File: src/hw/rtl/bdc_pkg.sv
`timescale 1ns / 1ps
// Shared constants, command codes and the controller-to-datapath command word
// for the de Casteljau Bezier evaluator. No dependencies.

package bdc_pkg;

    // Defaults for the top-level parameters
    localparam int MAX_POINTS_DEF  = 8;
    localparam int COORD_WIDTH_DEF = 32;
    localparam int FRAC_BITS_DEF   = 16;

    // Slot/level fields in the command word; wide enough for 16 points
    localparam int SLOT_W = 4;

    // Fixed port widths
    localparam int CMD_W   = 2;
    localparam int PIDX_W  = 3;
    localparam int PARAM_W = 17;
    localparam int DEG_W   = 3;
    localparam int PNUM_W  = 3;

    localparam logic [CMD_W-1:0] CMD_WRITE = 2'd0;
    localparam logic [CMD_W-1:0] CMD_EVAL  = 2'd1;
    localparam logic [CMD_W-1:0] CMD_SPLIT = 2'd2;

    localparam logic [DEG_W-1:0] DEGREE_RST = 3'd3;

    // Controller to datapath command word
    typedef struct packed {
        logic              wr_pt;      // store the input point
        logic [SLOT_W-1:0] wr_slot;
        logic              t_load;     // capture and clamp the curve parameter
        logic              issue;      // launch one interpolation step
        logic              src_ctrl;   // step copies a control point (level 0)
        logic [SLOT_W-1:0] rd_k;
        logic [SLOT_W-1:0] tag_level;
        logic              tag_first;  // result feeds the left subcurve
        logic              tag_last;   // result feeds the right subcurve
        logic              emit;       // load the output register
        logic              emit_side;
        logic [SLOT_W-1:0] emit_idx;
        logic [SLOT_W-1:0] emit_num;
        logic              emit_last;
    } dp_cmd_t;

endpackage

File: src/hw/rtl/bdc_ctrl.sv
`timescale 1ns / 1ps
// Controller: degree register, command decode and the sequencer that walks
// the de Casteljau triangle and the result readout. Uses bdc_pkg.

module bdc_ctrl
    import bdc_pkg::*;
#(
    parameter int MAX_POINTS = MAX_POINTS_DEF
)
(
    input  logic              clk,
    input  logic              rst_n,
    input  logic              start,
    input  logic [CMD_W-1:0]  cmd,
    input  logic [PIDX_W-1:0] point_index,
    input  logic              cfg_wr_en,
    input  logic [DEG_W-1:0]  cfg_wr_data,
    input  logic              pipe_busy,
    output logic              busy,
    output dp_cmd_t           dp_cmd
);

    localparam logic [1:0] ST_IDLE  = 2'd0;
    localparam logic [1:0] ST_ISSUE = 2'd1;
    localparam logic [1:0] ST_DRAIN = 2'd2;
    localparam logic [1:0] ST_EMIT  = 2'd3;

    localparam logic [SLOT_W-1:0] TOP_SLOT = SLOT_W'(MAX_POINTS - 1);

    logic [1:0]        state_reg,  state_next;
    logic [DEG_W-1:0]  degree_reg, degree_next;
    logic [SLOT_W-1:0] n_reg,      n_next;
    logic [SLOT_W-1:0] level_reg,  level_next;
    logic [SLOT_W-1:0] k_reg,      k_next;
    logic              split_reg,  split_next;
    logic              side_reg,   side_next;

    logic [SLOT_W-1:0] deg_sat;
    logic              slot_ok;

    assign deg_sat = (SLOT_W'(degree_reg) > TOP_SLOT) ? TOP_SLOT : SLOT_W'(degree_reg);
    assign slot_ok = (SLOT_W'(point_index) <= TOP_SLOT);
    assign busy    = (state_reg != ST_IDLE);

    always_comb
    begin
        state_next  = state_reg;
        degree_next = cfg_wr_en ? cfg_wr_data : degree_reg;
        n_next      = n_reg;
        level_next  = level_reg;
        k_next      = k_reg;
        split_next  = split_reg;
        side_next   = side_reg;
        dp_cmd         = '0;
        dp_cmd.wr_slot = SLOT_W'(point_index);

        case (state_reg)
            ST_IDLE:
            begin
                if (start)
                begin
                    case (cmd)
                        CMD_WRITE:
                        begin
                            dp_cmd.wr_pt = slot_ok;
                        end
                        CMD_EVAL, CMD_SPLIT:
                        begin
                            dp_cmd.t_load = 1'b1;
                            n_next        = deg_sat;
                            level_next    = '0;
                            k_next        = '0;
                            split_next    = (cmd == CMD_SPLIT);
                            state_next    = ST_ISSUE;
                        end
                        default:
                        begin
                        end
                    endcase
                end
            end

            ST_ISSUE:
            begin
                dp_cmd.issue     = 1'b1;
                dp_cmd.src_ctrl  = (level_reg == '0);
                dp_cmd.rd_k      = k_reg;
                dp_cmd.tag_level = level_reg;
                dp_cmd.tag_first = (k_reg == '0);
                dp_cmd.tag_last  = (k_reg == n_reg - level_reg);
                if (dp_cmd.tag_last)
                begin
                    k_next     = '0;
                    state_next = ST_DRAIN;
                end
                else
                begin
                    k_next = k_reg + 1'b1;
                end
            end

            ST_DRAIN:
            begin
                if (!pipe_busy)
                begin
                    if (level_reg == n_reg)
                    begin
                        k_next     = '0;
                        side_next  = 1'b0;
                        state_next = ST_EMIT;
                    end
                    else
                    begin
                        level_next = level_reg + 1'b1;
                        state_next = ST_ISSUE;
                    end
                end
            end

            ST_EMIT:
            begin
                dp_cmd.emit = 1'b1;
                if (split_reg)
                begin
                    dp_cmd.emit_side = side_reg;
                    dp_cmd.emit_idx  = k_reg;
                    dp_cmd.emit_num  = k_reg;
                    dp_cmd.emit_last = side_reg && (k_reg == n_reg);
                    if (k_reg == n_reg)
                    begin
                        k_next = '0;
                        if (side_reg)
                        begin
                            state_next = ST_IDLE;
                        end
                        else
                        begin
                            side_next = 1'b1;
                        end
                    end
                    else
                    begin
                        k_next = k_reg + 1'b1;
                    end
                end
                else
                begin
                    dp_cmd.emit_idx  = n_reg;
                    dp_cmd.emit_last = 1'b1;
                    state_next       = ST_IDLE;
                end
            end

            default:
            begin
                state_next = ST_IDLE;
            end
        endcase
    end

    always_ff @(posedge clk or negedge rst_n)
    begin
        if (!rst_n)
        begin
            state_reg  <= ST_IDLE;
            degree_reg <= DEGREE_RST;
            n_reg      <= '0;
            level_reg  <= '0;
            k_reg      <= '0;
            split_reg  <= 1'b0;
            side_reg   <= 1'b0;
        end
        else
        begin
            state_reg  <= state_next;
            degree_reg <= degree_next;
            n_reg      <= n_next;
            level_reg  <= level_next;
            k_reg      <= k_next;
            split_reg  <= split_next;
            side_reg   <= side_next;
        end
    end

    a_step_in_triangle: assert property (@(posedge clk) disable iff (!rst_n)
        dp_cmd.issue |-> (({1'b0, dp_cmd.rd_k} + {1'b0, dp_cmd.tag_level}) <= {1'b0, n_reg}))
        else $error("step outside the triangle");

    a_emit_after_drain: assert property (@(posedge clk) disable iff (!rst_n)
        dp_cmd.emit |-> !pipe_busy)
        else $error("readout started before the pipeline drained");

    a_last_ends_item: assert property (@(posedge clk) disable iff (!rst_n)
        (dp_cmd.emit && dp_cmd.emit_last) |=> !busy)
        else $error("still busy after the final result word");

    a_write_when_idle: assert property (@(posedge clk) disable iff (!rst_n)
        dp_cmd.wr_pt |-> !busy)
        else $error("control point written during a computation");

endmodule

File: config.mk
export PLATFORM = sky130hd
export DESIGN_NAME = bdc_ctrl
export DESIGN_NICKNAME = d
export VERILOG_FILES = /design/src/hw/rtl/bdc_pkg.sv /design/src/hw/rtl/bdc_ctrl.sv
export SDC_FILE = /design/constraint.sdc
export NUM_CORES = 1
export LEC_CHECK = 0
export BUFFER_PORTS_ARGS = -buffer_cell sky130_fd_sc_hd__buf_4
export CORE_MARGIN = 2
export CORE_UTILIZATION = 40
export CTS_BUF_LIST = sky130_fd_sc_hd__clkbuf_4 sky130_fd_sc_hd__clkbuf_8
export DETAILED_ROUTE_END_ITERATION = 7
export RECOVER_POWER = 50
export SLEW_MARGIN = 10
export SYNTH_ARGS = -nofsm -noshare
export SYNTH_HDL_FRONTEND = slang
export SYNTH_SLANG_ARGS = --single-unit
export TNS_END_PERCENT = 10
File: constraint.sdc
create_clock -name clk -period 3.2 [get_ports clk]
set_input_delay 0 -clock clk [delete_from_list [all_inputs] [get_ports clk]]
set_output_delay 0 -clock clk [all_outputs]
set_load 0.1 [all_outputs]
* After elaboration in Yosys (flattened, before gate mapping)
Index checks and enable logic that the tools add are counted.
Widths: inputs -> output; s select.
** Operators by class
- Add/sub/neg operators :: 3
- Equal/unequal tests :: 18
- Reduce and logical (&&, ||, !) cells :: 14
- Multiplexer cells :: 37
** Operator list (number)
- $mux 4 :: 11
- $mux 2 :: 8
- $pmux 4 s4 :: 1
- $reduce_and 5->1 :: 3
- $ne 2x2->1 const B :: 7
- $mux 1 :: 12
- $mux 12 :: 1
- $mux 11 :: 1
- $add 4x1->4 const B :: 2
- $eq 4x3->1 :: 2
- $logic_not 4->1 :: 2
- $pmux 2 s4 :: 1
- $pmux 4 s2 :: 1
- $eq 2x2->1 const B :: 3
- $ne 3x3->1 const B :: 2
- $reduce_and 6->1 :: 1
- $reduce_bool 2->1 :: 3
- $eq 2x1->1 const B :: 2
- $eq 4x4->1 :: 1
- $logic_not 2->1 :: 2
- $sub 3x4->4 :: 1
- $reduce_and 3->1 :: 1
- $ne 2x1->1 const B :: 1
- $pmux 1 s2 :: 1
- 2 further kinds :: 2
** Storage, ports and cells
- Output and inout bits :: 30
- Register bits :: 18
- Input port bits :: 13
- Logic and storage cells :: 79

* Logic depth before layout (Yosys ltp)
- Depth in word-level cells :: 5
- Depth in mapped cells :: 8
- Gate-level depth less buffers :: 8

* Worst setup path before layout
No wires, ideal clock.
- Path kind :: flip-flop to output port
- From :: register state_reg[1]
- To :: output dp_cmd[12] (netlist name)
- Path buffers :: 1
- Required time :: 3.200 ns
- Slack :: -0.772 ns
- Cell stages (with the launch flop) :: 5
- Arrival :: 3.972 ns
- Path through :: dfrtp_1 > buf_4 > inv_1 > nand2_1 > nor4b_1
** RTL lines
- start: declaration :: line bdc_ctrl.sv:30 : logic [1:0] state_reg, state_next;
- start signal: assignment :: line bdc_ctrl.sv:175 : state_reg <= state_next;
- end: declaration :: line bdc_ctrl.sv:20 : output dp_cmd_t dp_cmd

==> metrics.md <==
| Metric | Value |
|---|---|
| Cts repair resizes | 0 |
| Layout Area Growth over Synthesis | 23.00% |
| # DRC | 0 |
| Status | complete, no violations |
| Wl on met1 | 1498 um |
| Max stage delay on crit path | 0.40 ns |
| Final Skew | 0.0008507 ns |
| Final setup viols | 0 |
| Global-route wire length before repair | 5823 um |
| Gr usage total | 17.89% |
| Top post-synthesis cells by count | nor2_1 (18), dfrtp_1 (16), inv_1 (16) |
| Synth Flop Type | dfrtp_1 |
| Pre-antenna DRT Iters | 4 |
| Initial Util | 42.22% |
| Worst setup SP type | register |
| Final nets | 221 |
| Max-Cap Viols | 0 |
| Maximum clock rate | 411.9 MHz |
| Final Cycle Share | 75.87% |
| HP Class | input port to output port |
| Fin worst setup slack | 0.7721 ns |
| Max Root-Sink Buffers | 2 |
| CTS Root Cell | clkbuf_4 |
| CTS tree | done |
| Sink Count | 18 |
| Yosys warnings | 0 |
| Die X | 63.59 um |
| Layout cell share with drive strength beyond 1 | 23.35% |
| Ant. Diodes | 0 |
| Die area | 4043 um^2 |
| Final Max Tran Viols | 0 |
| Via count | 1267 |
| Post-synth top area cell | dfrtp_1 |
| Routed len/inst | 14.17 um |
| Initial antenna violation count | 0 |
| I/O pins | 43 |
| Most used cell, CP | xnor2_1 |
| Num CTS Buffers | 3 |
| Pwr per Cell Area | 1085 nW/um^2 |
| Detailed Route WL | 3443 um |
| Largest net degree at the start of global routing | 19 |
| Vias in the first global route | 1251 |
| P_leak | 0.8424 nW |
| Setup TNS Final | 0 ns |
| Top cells by area, synth | dfrtp_1 (28%), ha_1 (7.9%), nor2_1 (4.8%) |
| Final Hold Viols | 0 |
| Syn_area_per_cell | 8.712 um^2 |
| Via/cell ratio | 5.214 |
| Routed wl met3 | 128 um |
| Worst IR Drop VDD | 0.6267 mV |
| Clk_lat worst skew | 0.30 ns |
| CP Cell Sequence | inv_1 > ha_1 > fa_1 > xnor2_1 > xnor2_1 > o2111ai_2 > nor2_1 > buf_4 |
| H-tree lvl count | 1 |
| HPWL after DPL | 2641 um |
| RSZ-0062 raised after global routing | no |
| Relative max-transition margin | 21.97% |
| Std-Cell Rows | 21 |
| Crit Path Category | register to output port |
| Post-synth ARST share | 100.0% |
| Setup WS pre-CTS | 1.110 ns |
| DR top layer | met4 |
| Core Box Area | 3363 um^2 |
| Final Cell Area | 1747 um^2 |
| Tot Pwr | 1.895 mW |
| Die Ht | 63.59 um |
| DRT antenna net count | 0 |
| Met2 routed WL | 1809 um |
| CP required | 3.20 ns |
| Grt ovf | 0 |
| Crit end category | output port |
| Critical Path AT | 2.43 ns |
| Area after DPL | 1655 um^2 |
| Fin crit period | 2.428 ns |
| Worst path top cell family by delay | adder cells |
| Sequential share of the synthesized area | 31.89% |
| Post-CTS Setup Bufs | 0 |
| DRT iter0 DRCs | 47 |
| Number of synthesized flops with an enable pin | 0 |
| Routability cong. | 0.8413 |
| Tightest Pin Transition | 1.175 ns |
| CP Buf/Inv Count | 2 |
| Slowest cell on crit path | dfrtp_1 |
| Library cells used by synthesis | 40 |
| Mapped Cells | 163 |
| Yosys top cell area share | 28.19% |
| #FFs+latches synth | 18 |
| Netlist Area Pre-Place | 1420 um^2 |
| PortBufs | 35 |
| Worst-path clk slew | 0.11 ns |
| Most frequent cell after synthesis | nor2_1 |
| Syn nets | 186 |
| Worst-path maximum fanout | 7 |
## worst reg2reg max path: cells and delay by family (launching register included)
family,cells,cell delay (ns)
buffers and inverters,1,0.08
adders and majority gates,2,0.62
xor gates and xnor gates,2,0.33
DFF,1,0.40
and+or+nand+nor,1,0.23
AOI/OAI and AO/OA,2,0.33
## placed cells by master (no fill, tap or decap), types with 5 or more instances in the layout
cell | netlist | final
a21oi_1 | 8 | 8
and2_1 | 6 | 6
and3_1 | 5 | 5
buf_4 | 7 | 29
clkbuf_1 | 3 | 6
dfrtp_1 | 16 | 16
dlygate4sd3_1 | 0 | 8
ha_1 | 9 | 9
inv_1 | 16 | 16
mux2_2 | 5 | 5
nand2_1 | 13 | 13
nand3_1 | 6 | 6
nor2_1 | 18 | 19
xor2_1 | 6 | 6
## cell families (layout without fill, tap and decap cells)
group	Yosys count	in the layout	synth area share (%)
XOR/XNOR	10	10	6.167
flip-flops	18	18	31.89
AO/OA/AOI/OAI	24	24	11.81
other	1	1	0.2641
buffers and inverters	29	63	10.22
adder cells (fa/ha/maj)	10	10	9.339
AND/OR/NAND/NOR	62	62	23.53
multiplexers	9	9	6.784
## path summary, 6_finish.rpt
| path | depth (start not counted) | start | to | slack, ns |
|---|---|---|---|---|
| min | 0 | point_index[2] | dp_cmd[26] | 0.00004 |
| max reg2reg | 8 | n_reg[0]$_DFFE_PN0P_ | k_reg[3]$_DFFE_PN0P_ | 1.08 |
| max | 8 | n_reg[0]$_DFFE_PN0P_ | dp_cmd[11] | 0.77 |
| min in group asynchronous | 2 | rst_n | side_reg$_DFFE_PN0P_ | 0.39 |
| max in group asynchronous | 2 | rst_n | level_reg[1]$_DFFE_PN0P_ | 2.19 |
| min reg2reg | 1 | degree_reg[2]$_DFFE_PN0P_ | n_reg[2]$_DFFE_PN0P_ | 0.51 |
## power by group
part	switching, mW	internal [mW]	total, mW
Sequential	0.153	0.298	0.450
Clock	0.0752	0.0695	0.145
Combinational	0.938	0.362	1.30
## final cells by class
| type | count | area, um^2 |
|---|---|---|
| multi-input cells | 116 | 819.5 |
| clock buffers | 4 | 36.28 |
| fillers | 344 | 1617 |
| repair buffers | 43 | 320.3 |
| well taps | 46 | 57.56 |
| flip-flops and latches | 18 | 452.9 |
| inverters | 16 | 60.06 |
## metal layers
layer / GRT usage (%) / vias to the layer above
met5: 0 / -
met4: 1.630 / 0
met3: 3.571 / 2
met2: 32.76 / 30
met1: 22.35 / 621
li1: - / 614
## through the flow
stage          hold WS [ns]  instances  utilization, %
2_1_floorplan       -0.2956        163               -
3_3_place_gp        -0.1100        231           49.22
3_5_place_dp        -0.1092        231           49.22
4_1_cts           0.0006813        243           52.68
5_1_grt           0.0001756        243           51.93
6_report         0.00004385        243           51.93
## timing repair
action	4_1_cts	5_1_grt
hold endpoints to repair	22	0
setup endpoints to repair	0	0
hold buffers	8	0
Note: power is estimated with default switching activity, not from simulation.
